`config.mk`:
```
export PLATFORM = sky130hd
export DESIGN_NAME = playback_position_transport_top
export DESIGN_NICKNAME = d
export VERILOG_FILES = /design/src/rtl/ppt_pkg.sv /design/src/rtl/ppt_urem.sv /design/src/rtl/playback_position_transport_top.sv
export SDC_FILE = /design/constraint.sdc
export NUM_CORES = 2
export LEC_CHECK = 0
export BUFFER_PORTS_ARGS = -buffer_cell sky130_fd_sc_hd__buf_2
export CORE_ASPECT_RATIO = 2
export CORE_MARGIN = 1.5
export CORE_UTILIZATION = 35
export CTS_BUF_LIST = sky130_fd_sc_hd__clkbuf_16
export DETAILED_ROUTE_END_ITERATION = 8
export PLACE_DENSITY = 0.58
export SLEW_MARGIN = 20
export SYNTH_ARGS = -nofsm -noshare
export SYNTH_HDL_FRONTEND = slang
export SYNTH_SLANG_ARGS = --single-unit
```
`constraint.sdc`:
```
create_clock -name clock -period 14.8 [get_ports clock]
set_input_delay 2.96 -clock clock [delete_from_list [all_inputs] [get_ports clock]]
set_output_delay 2.96 -clock clock [all_outputs]
set_load 0.01 [all_outputs]
```
`src/rtl/ppt_pkg.sv`:
```
// Shared types, widths and codes for the playback position transport.
// Used by ppt_urem and playback_position_transport_top; no dependencies.
`timescale 1ns / 1ps

package ppt_pkg;

   localparam int POS_FRAC_BITS   = 16;
   localparam int SPEED_FRAC_BITS = 8;
   localparam int DELTA_FRAC_BITS = 16;

   localparam int POS_W    = 32;
   localparam int DELTA_W  = 16;
   localparam int SPEED_W  = 12;
   localparam int FRAME_W  = 17;
   localparam int MODE_W   = 2;
   localparam int OP_W     = 4;
   localparam int STATE_W  = 2;
   localparam int CSR_IDX_W  = 3;
   localparam int CSR_DATA_W = 32;

   localparam int SPEED_MIN_Q = ((1 << SPEED_FRAC_BITS) + 99) / 100;
   localparam int SPEED_MAX_Q = 10 << SPEED_FRAC_BITS;

   localparam logic [SPEED_W-1:0] SPEED_RESET = 12'd256;
   localparam logic [FRAME_W-1:0] FRAME_RESET = 17'd2185;

   localparam int PROD_W = DELTA_W + SPEED_W;
   localparam int SHIFT  = DELTA_FRAC_BITS + SPEED_FRAC_BITS - POS_FRAC_BITS;
   localparam int SH_R   = (SHIFT > 0) ? SHIFT : 0;
   localparam int SH_L   = (SHIFT < 0) ? -SHIFT : 0;
   localparam int STEP_W = PROD_W - SH_R + SH_L;
   localparam int DVD_W  = ((STEP_W > POS_W) ? STEP_W : POS_W) + 1;
   localparam int NP_W   = DVD_W + 2;
   localparam int CNT_W  = $clog2(DVD_W + 1);

   typedef enum logic [OP_W-1:0] {
      OP_TICK        = 4'd0,
      OP_PLAY        = 4'd1,
      OP_PAUSE       = 4'd2,
      OP_RESUME      = 4'd3,
      OP_STOP        = 4'd4,
      OP_SEEK        = 4'd5,
      OP_STEP_FWD    = 4'd6,
      OP_STEP_BACK   = 4'd7,
      OP_SCRUB_BEGIN = 4'd8,
      OP_SCRUB_TO    = 4'd9,
      OP_SCRUB_END   = 4'd10
   } op_type;

   typedef enum logic [STATE_W-1:0] {
      RUN_STOPPED = 2'd0,
      RUN_PLAYING = 2'd1,
      RUN_PAUSED  = 2'd2,
      RUN_SCRUB   = 2'd3
   } run_type;

   typedef enum logic [MODE_W-1:0] {
      MODE_NONE  = 2'd0,
      MODE_WHOLE = 2'd1,
      MODE_RANGE = 2'd2,
      MODE_PING  = 2'd3
   } mode_type;

   typedef enum logic [CSR_IDX_W-1:0] {
      CSR_DURATION     = 3'd0,
      CSR_LOOP_START   = 3'd1,
      CSR_LOOP_END     = 3'd2,
      CSR_LOOP_MODE    = 3'd3,
      CSR_SPEED        = 3'd4,
      CSR_FRAME_PERIOD = 3'd5
   } csr_type;

   typedef enum logic [2:0] {
      SEQ_IDLE,
      SEQ_DECODE,
      SEQ_STEP,
      SEQ_EDGE,
      SEQ_DIV,
      SEQ_WRAP,
      SEQ_SEND
   } seq_type;

   typedef struct packed {
      logic             start;
      logic [DVD_W-1:0] dividend;
      logic [POS_W-1:0] divisor;
   } div_req_type;

   typedef struct packed {
      logic             busy;
      logic [POS_W-1:0] remainder;
   } div_rsp_type;

endpackage

```
`src/rtl/ppt_urem.sv`:
```
// Restoring unsigned remainder unit, one quotient bit per cycle.
// Depends on ppt_pkg for widths and the request/status structs.
`timescale 1ns / 1ps

module ppt_urem (
   input  logic                 clock,
   input  logic                 reset,
   input  ppt_pkg::div_req_type div_req,
   output ppt_pkg::div_rsp_type div_rsp
);

   logic                        busy_ff, busy_in;
   logic [ppt_pkg::CNT_W-1:0]   cnt_ff, cnt_in;
   logic [ppt_pkg::DVD_W-1:0]   dvd_ff, dvd_in;
   logic [ppt_pkg::POS_W-1:0]   dsr_ff, dsr_in;
   logic [ppt_pkg::POS_W-1:0]   rem_ff, rem_in;
   logic [ppt_pkg::POS_W:0]     trial;
   logic [ppt_pkg::POS_W:0]     diff;

   always_comb begin
      busy_in = busy_ff;
      cnt_in  = cnt_ff;
      dvd_in  = dvd_ff;
      dsr_in  = dsr_ff;
      rem_in  = rem_ff;
      trial   = {rem_ff, dvd_ff[ppt_pkg::DVD_W-1]};
      diff    = trial - {1'b0, dsr_ff};
      if (div_req.start) begin
         busy_in = 1'b1;
         cnt_in  = ppt_pkg::CNT_W'(ppt_pkg::DVD_W);
         dvd_in  = div_req.dividend;
         dsr_in  = div_req.divisor;
         rem_in  = '0;
      end else if (busy_ff) begin
         dvd_in = {dvd_ff[ppt_pkg::DVD_W-2:0], 1'b0};
         rem_in = (trial >= {1'b0, dsr_ff}) ? diff[ppt_pkg::POS_W-1:0]
                                            : trial[ppt_pkg::POS_W-1:0];
         cnt_in = cnt_ff - 1'b1;
         if (cnt_ff == ppt_pkg::CNT_W'(1)) busy_in = 1'b0;
      end
   end

   always_ff @(posedge clock) begin
      if (reset) begin
         busy_ff <= 1'b0;
         cnt_ff  <= '0;
      end else begin
         busy_ff <= busy_in;
         cnt_ff  <= cnt_in;
      end
   end

   always_ff @(posedge clock) begin
      dvd_ff <= dvd_in;
      dsr_ff <= dsr_in;
      rem_ff <= rem_in;
   end

   assign div_rsp.busy      = busy_ff;
   assign div_rsp.remainder = rem_ff;

endmodule

```
`src/rtl/playback_position_transport_top.sv`:
```
// Playback position transport: sequencer, position state and result register.
// Depends on ppt_pkg and on ppt_urem for the loop-length remainder.
`timescale 1ns / 1ps

// Channel   Direction  Handshake            Payload
// req       in         req_valid/req_ready  operation, delta_time, target_time
// rsp       out        rsp_valid/rsp_ready  position, play_state, reverse,
//                                           loops_done, loop_completed, reached_end
// csr       in         csr_wr_en            csr_index, csr_data
//
// Each request passes through the decode and send states; a playing tick also passes
// through the step and edge states, and a tick that wraps a loop of nonzero length
// in whole or range mode also waits in the divide state on the remainder unit before
// the wrap state. req_ready is high only while the sequencer is idle; a finished
// result waits in the output register, and the sequencer holds before loading the
// next one until that result is taken. Reset is synchronous and needs no clearing pass.

module playback_position_transport_top (
   input  logic                            clock,
   input  logic                            reset,
   input  logic                            req_valid,
   output logic                            req_ready,
   input  logic [ppt_pkg::OP_W-1:0]        req_operation,
   input  logic [ppt_pkg::DELTA_W-1:0]     req_delta_time,
   input  logic [ppt_pkg::POS_W-1:0]       req_target_time,
   output logic                            rsp_valid,
   input  logic                            rsp_ready,
   output logic [ppt_pkg::POS_W-1:0]       rsp_position,
   output logic [ppt_pkg::STATE_W-1:0]     rsp_play_state,
   output logic                            rsp_reverse,
   output logic [ppt_pkg::POS_W-1:0]       rsp_loops_done,
   output logic                            rsp_loop_completed,
   output logic                            rsp_reached_end,
   input  logic                            csr_wr_en,
   input  logic [ppt_pkg::CSR_IDX_W-1:0]   csr_index,
   input  logic [ppt_pkg::CSR_DATA_W-1:0]  csr_data
);

   localparam int PW = ppt_pkg::POS_W;
   localparam int NW = ppt_pkg::NP_W;

   function automatic logic [PW-1:0] clamp_dur(input logic signed [PW+1:0] t,
                                               input logic [PW-1:0] dur);
      logic [PW-1:0] r;
      if (t < 0) r = '0;
      else if (t > $signed({2'b00, dur})) r = dur;
      else r = t[PW-1:0];
      return r;
   endfunction

   function automatic logic [PW-1:0] sat_pos(input logic signed [NW-1:0] t);
      logic [PW-1:0] r;
      if (t < 0) r = '0;
      else if (t > $signed(NW'({PW{1'b1}}))) r = {PW{1'b1}};
      else r = t[PW-1:0];
      return r;
   endfunction

   // configuration
   logic [PW-1:0]                    duration_ff, loop_start_ff, loop_end_ff;
   logic [ppt_pkg::MODE_W-1:0]       loop_mode_ff;
   logic [ppt_pkg::SPEED_W-1:0]      speed_ff;
   logic [ppt_pkg::FRAME_W-1:0]      frame_period_ff;

   // sequencer and transport state
   ppt_pkg::seq_type                 seq_ff, seq_in;
   logic [PW-1:0]                    cur_ff, cur_in;
   logic [ppt_pkg::STATE_W-1:0]      run_ff, run_in;
   logic [ppt_pkg::STATE_W-1:0]      saved_ff, saved_in;
   logic                             bwd_ff, bwd_in;
   logic [PW-1:0]                    cnt_ff, cnt_in;
   logic                             wrapped_ff, wrapped_in;
   logic                             ended_ff, ended_in;

   // request and working registers
   logic [ppt_pkg::OP_W-1:0]         op_ff, op_in;
   logic [ppt_pkg::DELTA_W-1:0]      delta_ff, delta_in;
   logic [PW-1:0]                    target_ff, target_in;
   logic [ppt_pkg::PROD_W-1:0]       prod_ff, prod_in;
   logic [PW-1:0]                    lo_ff, lo_in, hi_ff, hi_in, len_ff, len_in;
   logic signed [NW-1:0]             np_ff, np_in;

   // result register
   logic                             rsp_valid_ff, rsp_valid_in;
   logic [PW-1:0]                    rsp_position_ff, rsp_position_in;
   logic [ppt_pkg::STATE_W-1:0]      rsp_state_ff, rsp_state_in;
   logic                             rsp_reverse_ff, rsp_reverse_in;
   logic [PW-1:0]                    rsp_loops_ff, rsp_loops_in;
   logic                             rsp_wrap_ff, rsp_wrap_in;
   logic                             rsp_end_ff, rsp_end_in;

   ppt_pkg::div_req_type             div_req;
   ppt_pkg::div_rsp_type             div_rsp;

   logic [ppt_pkg::SPEED_W-1:0]      spd;
   logic [PW-1:0]                    pair_lo, pair_hi;
   logic [ppt_pkg::PROD_W+ppt_pkg::SH_L-1:0] prod_wide;
   logic [ppt_pkg::STEP_W-1:0]       step;
   logic signed [NW-1:0]             hi_s, lo_s, refl;
   logic                             hit;

   ppt_urem u_urem (
      .clock   (clock),
      .reset   (reset),
      .div_req (div_req),
      .div_rsp (div_rsp)
   );

   always_comb begin
      seq_in       = seq_ff;
      cur_in       = cur_ff;
      run_in       = run_ff;
      saved_in     = saved_ff;
      bwd_in       = bwd_ff;
      cnt_in       = cnt_ff;
      wrapped_in   = wrapped_ff;
      ended_in     = ended_ff;
      op_in        = op_ff;
      delta_in     = delta_ff;
      target_in    = target_ff;
      prod_in      = prod_ff;
      lo_in        = lo_ff;
      hi_in        = hi_ff;
      len_in       = len_ff;
      np_in        = np_ff;
      rsp_valid_in    = rsp_valid_ff && !rsp_ready;
      rsp_position_in = rsp_position_ff;
      rsp_state_in    = rsp_state_ff;
      rsp_reverse_in  = rsp_reverse_ff;
      rsp_loops_in    = rsp_loops_ff;
      rsp_wrap_in     = rsp_wrap_ff;
      rsp_end_in      = rsp_end_ff;
      req_ready    = (seq_ff == ppt_pkg::SEQ_IDLE);
      div_req.start    = 1'b0;
      div_req.dividend = '0;
      div_req.divisor  = len_ff;

      if (32'(speed_ff) < 32'(ppt_pkg::SPEED_MIN_Q))
         spd = ppt_pkg::SPEED_W'(ppt_pkg::SPEED_MIN_Q);
      else if (32'(speed_ff) > 32'(ppt_pkg::SPEED_MAX_Q))
         spd = ppt_pkg::SPEED_W'(ppt_pkg::SPEED_MAX_Q);
      else
         spd = speed_ff;

      pair_lo = (loop_start_ff < loop_end_ff) ? loop_start_ff : loop_end_ff;
      pair_hi = (loop_start_ff < loop_end_ff) ? loop_end_ff : loop_start_ff;
      if (pair_lo > duration_ff) pair_lo = duration_ff;
      if (pair_hi > duration_ff) pair_hi = duration_ff;

      prod_wide = (ppt_pkg::PROD_W + ppt_pkg::SH_L)'(prod_ff) << ppt_pkg::SH_L;
      step      = ppt_pkg::STEP_W'(prod_wide >> ppt_pkg::SH_R);

      hi_s = $signed(NW'(hi_ff));
      lo_s = $signed(NW'(lo_ff));
      hit  = bwd_ff ? (np_ff <= lo_s) : (np_ff >= hi_s);
      refl = bwd_ff ? ($signed(NW'({lo_ff, 1'b0})) - np_ff)
                    : ($signed(NW'({hi_ff, 1'b0})) - np_ff);

      unique case (seq_ff)
         ppt_pkg::SEQ_IDLE: begin
            if (req_valid) begin
               op_in     = req_operation;
               delta_in  = req_delta_time;
               target_in = req_target_time;
               seq_in    = ppt_pkg::SEQ_DECODE;
            end
         end
         ppt_pkg::SEQ_DECODE: begin
            wrapped_in = 1'b0;
            ended_in   = 1'b0;
            seq_in     = ppt_pkg::SEQ_SEND;
            case (op_ff)
               ppt_pkg::OP_TICK: begin
                  if (run_ff == ppt_pkg::RUN_PLAYING) begin
                     prod_in = delta_ff * spd;
                     if (loop_mode_ff == ppt_pkg::MODE_RANGE) begin
                        lo_in = pair_lo;
                        hi_in = pair_hi;
                     end else begin
                        lo_in = '0;
                        hi_in = duration_ff;
                     end
                     seq_in = ppt_pkg::SEQ_STEP;
                  end
               end
               ppt_pkg::OP_PLAY: begin
                  run_in = ppt_pkg::RUN_PLAYING;
                  bwd_in = 1'b0;
                  cnt_in = '0;
               end
               ppt_pkg::OP_PAUSE: begin
                  if (run_ff == ppt_pkg::RUN_PLAYING) run_in = ppt_pkg::RUN_PAUSED;
               end
               ppt_pkg::OP_RESUME: begin
                  if (run_ff == ppt_pkg::RUN_PAUSED) run_in = ppt_pkg::RUN_PLAYING;
               end
               ppt_pkg::OP_STOP: begin
                  run_in = ppt_pkg::RUN_STOPPED;
                  cur_in = '0;
                  cnt_in = '0;
                  bwd_in = 1'b0;
               end
               ppt_pkg::OP_SEEK: begin
                  cur_in = clamp_dur($signed({2'b00, target_ff}), duration_ff);
               end
               ppt_pkg::OP_STEP_FWD: begin
                  cur_in = clamp_dur($signed({2'b00, cur_ff})
                                     + $signed((PW+2)'(frame_period_ff)), duration_ff);
               end
               ppt_pkg::OP_STEP_BACK: begin
                  cur_in = clamp_dur($signed({2'b00, cur_ff})
                                     - $signed((PW+2)'(frame_period_ff)), duration_ff);
               end
               ppt_pkg::OP_SCRUB_BEGIN: begin
                  saved_in = run_ff;
                  run_in   = ppt_pkg::RUN_SCRUB;
               end
               ppt_pkg::OP_SCRUB_TO: begin
                  if (run_ff == ppt_pkg::RUN_SCRUB)
                     cur_in = clamp_dur($signed({2'b00, target_ff}), duration_ff);
               end
               ppt_pkg::OP_SCRUB_END: begin
                  if (run_ff == ppt_pkg::RUN_SCRUB) run_in = saved_ff;
               end
               default: begin
               end
            endcase
         end
         ppt_pkg::SEQ_STEP: begin
            len_in = hi_ff - lo_ff;
            np_in  = bwd_ff ? ($signed(NW'(cur_ff)) - $signed(NW'(step)))
                            : ($signed(NW'(cur_ff)) + $signed(NW'(step)));
            seq_in = ppt_pkg::SEQ_EDGE;
         end
         ppt_pkg::SEQ_EDGE: begin
            seq_in = ppt_pkg::SEQ_SEND;
            if (!hit) begin
               cur_in = sat_pos(np_ff);
            end else if (loop_mode_ff == ppt_pkg::MODE_NONE) begin
               run_in   = ppt_pkg::RUN_STOPPED;
               cur_in   = '0;
               cnt_in   = '0;
               bwd_in   = 1'b0;
               ended_in = 1'b1;
            end else if (loop_mode_ff == ppt_pkg::MODE_PING) begin
               cur_in     = sat_pos(refl);
               bwd_in     = !bwd_ff;
               cnt_in     = cnt_ff + 1'b1;
               wrapped_in = 1'b1;
            end else if (len_ff == '0) begin
               cur_in     = lo_ff;
               cnt_in     = cnt_ff + 1'b1;
               wrapped_in = 1'b1;
            end else begin
               div_req.start    = 1'b1;
               div_req.dividend = bwd_ff ? ppt_pkg::DVD_W'(lo_s - np_ff)
                                         : ppt_pkg::DVD_W'(np_ff - hi_s);
               seq_in = ppt_pkg::SEQ_DIV;
            end
         end
         ppt_pkg::SEQ_DIV: begin
            if (!div_rsp.busy) seq_in = ppt_pkg::SEQ_WRAP;
         end
         ppt_pkg::SEQ_WRAP: begin
            cur_in     = bwd_ff ? (hi_ff - div_rsp.remainder)
                                : (lo_ff + div_rsp.remainder);
            cnt_in     = cnt_ff + 1'b1;
            wrapped_in = 1'b1;
            seq_in     = ppt_pkg::SEQ_SEND;
         end
         ppt_pkg::SEQ_SEND: begin
            if (!rsp_valid_ff || rsp_ready) begin
               rsp_valid_in    = 1'b1;
               rsp_position_in = cur_ff;
               rsp_state_in    = run_ff;
               rsp_reverse_in  = bwd_ff;
               rsp_loops_in    = cnt_ff;
               rsp_wrap_in     = wrapped_ff;
               rsp_end_in      = ended_ff;
               seq_in          = ppt_pkg::SEQ_IDLE;
            end
         end
         default: seq_in = ppt_pkg::SEQ_IDLE;
      endcase

      if (csr_wr_en && (csr_index == ppt_pkg::CSR_DURATION) && (cur_ff > csr_data))
         cur_in = csr_data;
   end

   always_ff @(posedge clock) begin
      if (reset) begin
         duration_ff     <= '0;
         loop_start_ff   <= '0;
         loop_end_ff     <= '0;
         loop_mode_ff    <= ppt_pkg::MODE_NONE;
         speed_ff        <= ppt_pkg::SPEED_RESET;
         frame_period_ff <= ppt_pkg::FRAME_RESET;
      end else if (csr_wr_en) begin
         case (csr_index)
            ppt_pkg::CSR_DURATION:     duration_ff     <= csr_data;
            ppt_pkg::CSR_LOOP_START:   loop_start_ff   <= csr_data;
            ppt_pkg::CSR_LOOP_END:     loop_end_ff     <= csr_data;
            ppt_pkg::CSR_LOOP_MODE:    loop_mode_ff    <= csr_data[ppt_pkg::MODE_W-1:0];
            ppt_pkg::CSR_SPEED:        speed_ff        <= csr_data[ppt_pkg::SPEED_W-1:0];
            ppt_pkg::CSR_FRAME_PERIOD: frame_period_ff <= csr_data[ppt_pkg::FRAME_W-1:0];
            default: begin
            end
         endcase
      end
   end

   always_ff @(posedge clock) begin
      if (reset) begin
         seq_ff       <= ppt_pkg::SEQ_IDLE;
         cur_ff       <= '0;
         run_ff       <= ppt_pkg::RUN_STOPPED;
         saved_ff     <= ppt_pkg::RUN_STOPPED;
         bwd_ff       <= 1'b0;
         cnt_ff       <= '0;
         wrapped_ff   <= 1'b0;
         ended_ff     <= 1'b0;
         rsp_valid_ff <= 1'b0;
      end else begin
         seq_ff       <= seq_in;
         cur_ff       <= cur_in;
         run_ff       <= run_in;
         saved_ff     <= saved_in;
         bwd_ff       <= bwd_in;
         cnt_ff       <= cnt_in;
         wrapped_ff   <= wrapped_in;
         ended_ff     <= ended_in;
         rsp_valid_ff <= rsp_valid_in;
      end
   end

   always_ff @(posedge clock) begin
      op_ff           <= op_in;
      delta_ff        <= delta_in;
      target_ff       <= target_in;
      prod_ff         <= prod_in;
      lo_ff           <= lo_in;
      hi_ff           <= hi_in;
      len_ff          <= len_in;
      np_ff           <= np_in;
      rsp_position_ff <= rsp_position_in;
      rsp_state_ff    <= rsp_state_in;
      rsp_reverse_ff  <= rsp_reverse_in;
      rsp_loops_ff    <= rsp_loops_in;
      rsp_wrap_ff     <= rsp_wrap_in;
      rsp_end_ff      <= rsp_end_in;
   end

   assign rsp_valid          = rsp_valid_ff;
   assign rsp_position       = rsp_position_ff;
   assign rsp_play_state     = rsp_state_ff;
   assign rsp_reverse        = rsp_reverse_ff;
   assign rsp_loops_done     = rsp_loops_ff;
   assign rsp_loop_completed = rsp_wrap_ff;
   assign rsp_reached_end    = rsp_end_ff;

endmodule

```
==> results.json <==
{
  "cp_cell_sequence": "ha_1 -> o21a_1 -> o211ai_1 -> a211oi_1 -> nor2_1 -> o21ai_0 -> nor2_1 -> nand2_1 -> xnor2_1 -> ha_1 -> nand4_1 -> or4_1 -> o32ai_1 -> a31oi_1 -> a31oi_1 -> o21bai_4 -> buf_4 -> mux2i_1 -> nor2_1 -> a221oi_1 -> o21ai_0 -> a21oi_1 -> o22ai_1",
  "final_layout_size_suffix_gt1_share_pct": 7.86,
  "cts_tree": "yes",
  "fmax_ghz": 0.122,
  "synthToLayoutAreaGrowth_pct": 9.72,
  "syn-num-nets": 7077,
  "cp_slowest_cell": "dfxtp_1",
  "fin_crit_sh_pct": 55.4,
  "die_w_um": 277,
  "avgSynthCellArea_sq_um": 8.44,
  "core_sq_um": 149000,
  "grt_max_degree": 85,
  "switching_share_pct": 40.2,
  "critPathCapture": "cur_ff[6]",
  "vias": 48100,
  "clockPowerShare_pct": 29.5,
  "synth_edf_count": 336,
  "cts_root_buf": "clkbuf_16",
  "start_util_pct": 35.3,
  "hold_path.class": "flip-flop to flip-flop",
  "grt_usage_pct": 30.2,
  "final_nets": 7142,
  "cts_hold_buffers": 0,
  "worst-r2r-cell-count": 23,
  "maxSlewViolCount": 0,
  "synth_cell_types": 96,
  "clock-sinks": 577,
  "period_minus_slack_ps": 8190,
  "cp.arrival_ps": 8780,
  "clk_pin_slew_ps": 80,
  "die_area_sq_um": 152000,
  "p_int_mw": 3.31,
  "rsz0062_at_grt": "no",
  "crit_fanout": 26,
  "worstReg2RegEnd": "cur_ff[6]",
  "drv_cap": 0,
  "synthArstFlopShare_pct": 0,
  "h-tree-depth": 2,
  "globalRouteOverflowTotal": 0,
  "final_common_cell": "nand2_1",
  "status": "finished, final reports clean",
  "switchingPower_mw": 2.22,
  "portBuffers": 162,
  "first_pass_iters": 5,
  "finalWirelength_um": 235000,
  "worst_pin_slew_ps": 1230,
  "via_per_inst": 5.83,
  "drc_errors": 0,
  "critPathMostFrequentCell": "nor2_1",
  "cpPeakStageDelay_ps": 830,
  "finalHoldViolations": 0,
  "ir_drop_uv": 138,
  "ys.flop_type": "edfxtp_1",
  "p_seq_share_pct": 34.8,
  "slew_headroom_pct": 17.9,
  "cts_made_buffers": 60,
  "critPathTopFamily": "compound AO/OA/AOI/OAI gates",
  "leakage_nw": 24.7,
  "drt-wirelength-per-cell_um": 28.4,
  "stdcell_area_sq_um": 57600,
  "drt_iter0_markers": 3435,
  "grt_pass1_vias": 49300,
  "syn-cell-area_sq_um": 52500,
  "setup_violations": 0,
  "gp_congestion": 1.04,
  "die_h_um": 551,
  "power_density_nw_per_um2": 96.1,
  "multi_input_area_sq_um": 34600,
  "r2r_setup_slack_ps": 6610,
  "clock_latency_ps": 760,
  "finClkSkew_ps": 62.7,
  "combPwrFrac_pct": 35.8,
  "startpoint": "cur_ff[9]",
  "ys_seq_elements": 577,
  "path_depth": 23,
  "cts_resized": 0,
  "cp.required_ps": 15380,
  "seqCellArea_sq_um": 14900,
  "setup_tns_ps": 0,
  "pin_count": 163,
  "yosysSeqAreaShare_pct": 28.4,
  "fillers": 15300,
  "final_antenna_net_count": 0,
  "final_cell_mix": "nand2_1, ha_1, inv_1",
  "criticalPathCategory": "flip-flop to flip-flop",
  "ys_warn_count": 0,
  "placed_cell_area_sq_um": 55500,
  "synth_cells": 6216,
  "startpoint_type": "flip-flop",
  "antenna_found_initial": 9,
  "cts_buffer_depth": 3,
  "grt_pass1_wl_um": 334000,
  "endpoint_kind": "flip-flop",
  "r2r_start": "cur_ff[9]",
  "detailed_place_hpwl_um": 187000,
  "cts_setup_buffers": 0,
  "num_rows": 200,
  "critPathBufInv": 1
}
==> per-stage QoR <==
stage / setup slack [ps] / hold WS [ps] / utilization [%] / std cells / power, mW
2_1_floorplan: 7550 / 406 / - / 6216 / 3.18
3_3_place_gp: 6660 / 429 / 37.4 / 8138 / 3.87
3_5_place_dp: 6750 / 431 / 37.4 / 8138 / 3.87
4_1_cts: 6870 / 438 / 38.7 / 8251 / 5.50
5_1_grt: 6370 / 446 / 38.7 / 8255 / 5.75
6_report: 6610 / 420 / 38.7 / 8259 / 5.53
==> per-layer routing <==
metal	global-route usage, %	vias to the layer above	wire length [um]
li1	-	22100	-
met2	55.2	1767	119000
met1	28.3	23400	76900
met5	0	-	50
met4	28.9	8	26200
met3	5.46	807	12800
==> synth_stat cells (52+ instances only) <==
library cell	number	area share (%)
a211oi_1	66	0.94
a21o_1	129	1.8
a21oi_1	585	5.6
a31oi_1	60	0.72
and2_1	101	1.2
clkbuf_1	195	1.4
dfxtp_1	241	9.2
edfxtp_1	336	19
fa_1	150	5.7
ha_1	619	15
inv_1	588	4.2
mux2_2	65	1.4
mux2i_1	73	1.4
nand2_1	671	4.8
nand2b_1	75	0.89
nand3_1	93	0.89
nand4_1	69	0.82
nor2_1	476	3.4
nor2b_1	84	1.0
nor3_1	112	1.1
o211ai_1	52	0.74
o21a_1	83	1.2
o21ai_0	361	3.4
xnor2_1	196	3.3
xor2_1	114	1.9
==> logic make-up (layout without fill, tap and decap cells) <==
logic type                 count (synthesis)  after routing  share of synthesized area, %
xor gates and xnor gates                 310            310                          5.17
adders and majority gates                769            769                          20.5
and+or+nand+nor                         1873           1873                          16.6
muxes                                    138            138                          2.79
buffers and inverters                    834            950                          6.03
other                                      0              8                             0
DFF                                      577            577                          28.4
AOI/OAI and AO/OA                       1715           1715                          20.5
==> power by group through the flow <==
stage,logic [mW],registers (mW),clock network (mW)
after global placement,1.91,1.95,0
after CTS,1.93,1.92,1.65
final,1.98,1.92,1.63
after global routing,2.12,1.93,1.70
after floorplan,1.32,1.86,0
after detailed placement,1.91,1.95,0
==> area by class of cell <==
class	count	share of cell area, %
clock buffer	64	2.78
timing repair buffer	247	2.53
inverter	590	3.85
sequential	577	25.9
antenna	8	0.0348
tap	1919	4.17
multi-input combinational	4805	60.0
clock inverter	49	0.685
==> how the worst min path moves through the flow <==
stage	from	to	slack, ps	depth (start not counted)
3_5_place_dp	cnt_ff[31]	rsp_loops_done[31]	430	0
4_1_cts	len_ff[13]	u_urem.dsr_ff[13]	440	0
3_3_place_gp	cnt_ff[31]	rsp_loops_done[31]	430	0
2_1_floorplan	cnt_ff[2]	rsp_loops_done[2]	410	0
6_report	len_ff[13]	u_urem.dsr_ff[13]	420	0
5_1_grt	len_ff[13]	u_urem.dsr_ff[13]	450	0
==> sequential cells by signal (all words and copies together) (netlist names), 6 cells and up <==
signal / count
u_urem.dvd_ff: 33
loop_start_ff: 32
speed_ff: 12
delta_ff: 16
len_ff: 32
rsp_loops_done: 32
lo_ff: 32
np_ff: 34
duration_ff: 32
prod_ff: 20
u_urem.dsr_ff: 32
frame_period_ff: 17
cnt_ff: 32
cur_ff: 32
target_ff: 32
rsp_position: 32
u_urem.cnt_ff: 6
hi_ff: 32
u_urem.rem_ff: 32
loop_end_ff: 32
(Power assumes the default switching activity.)
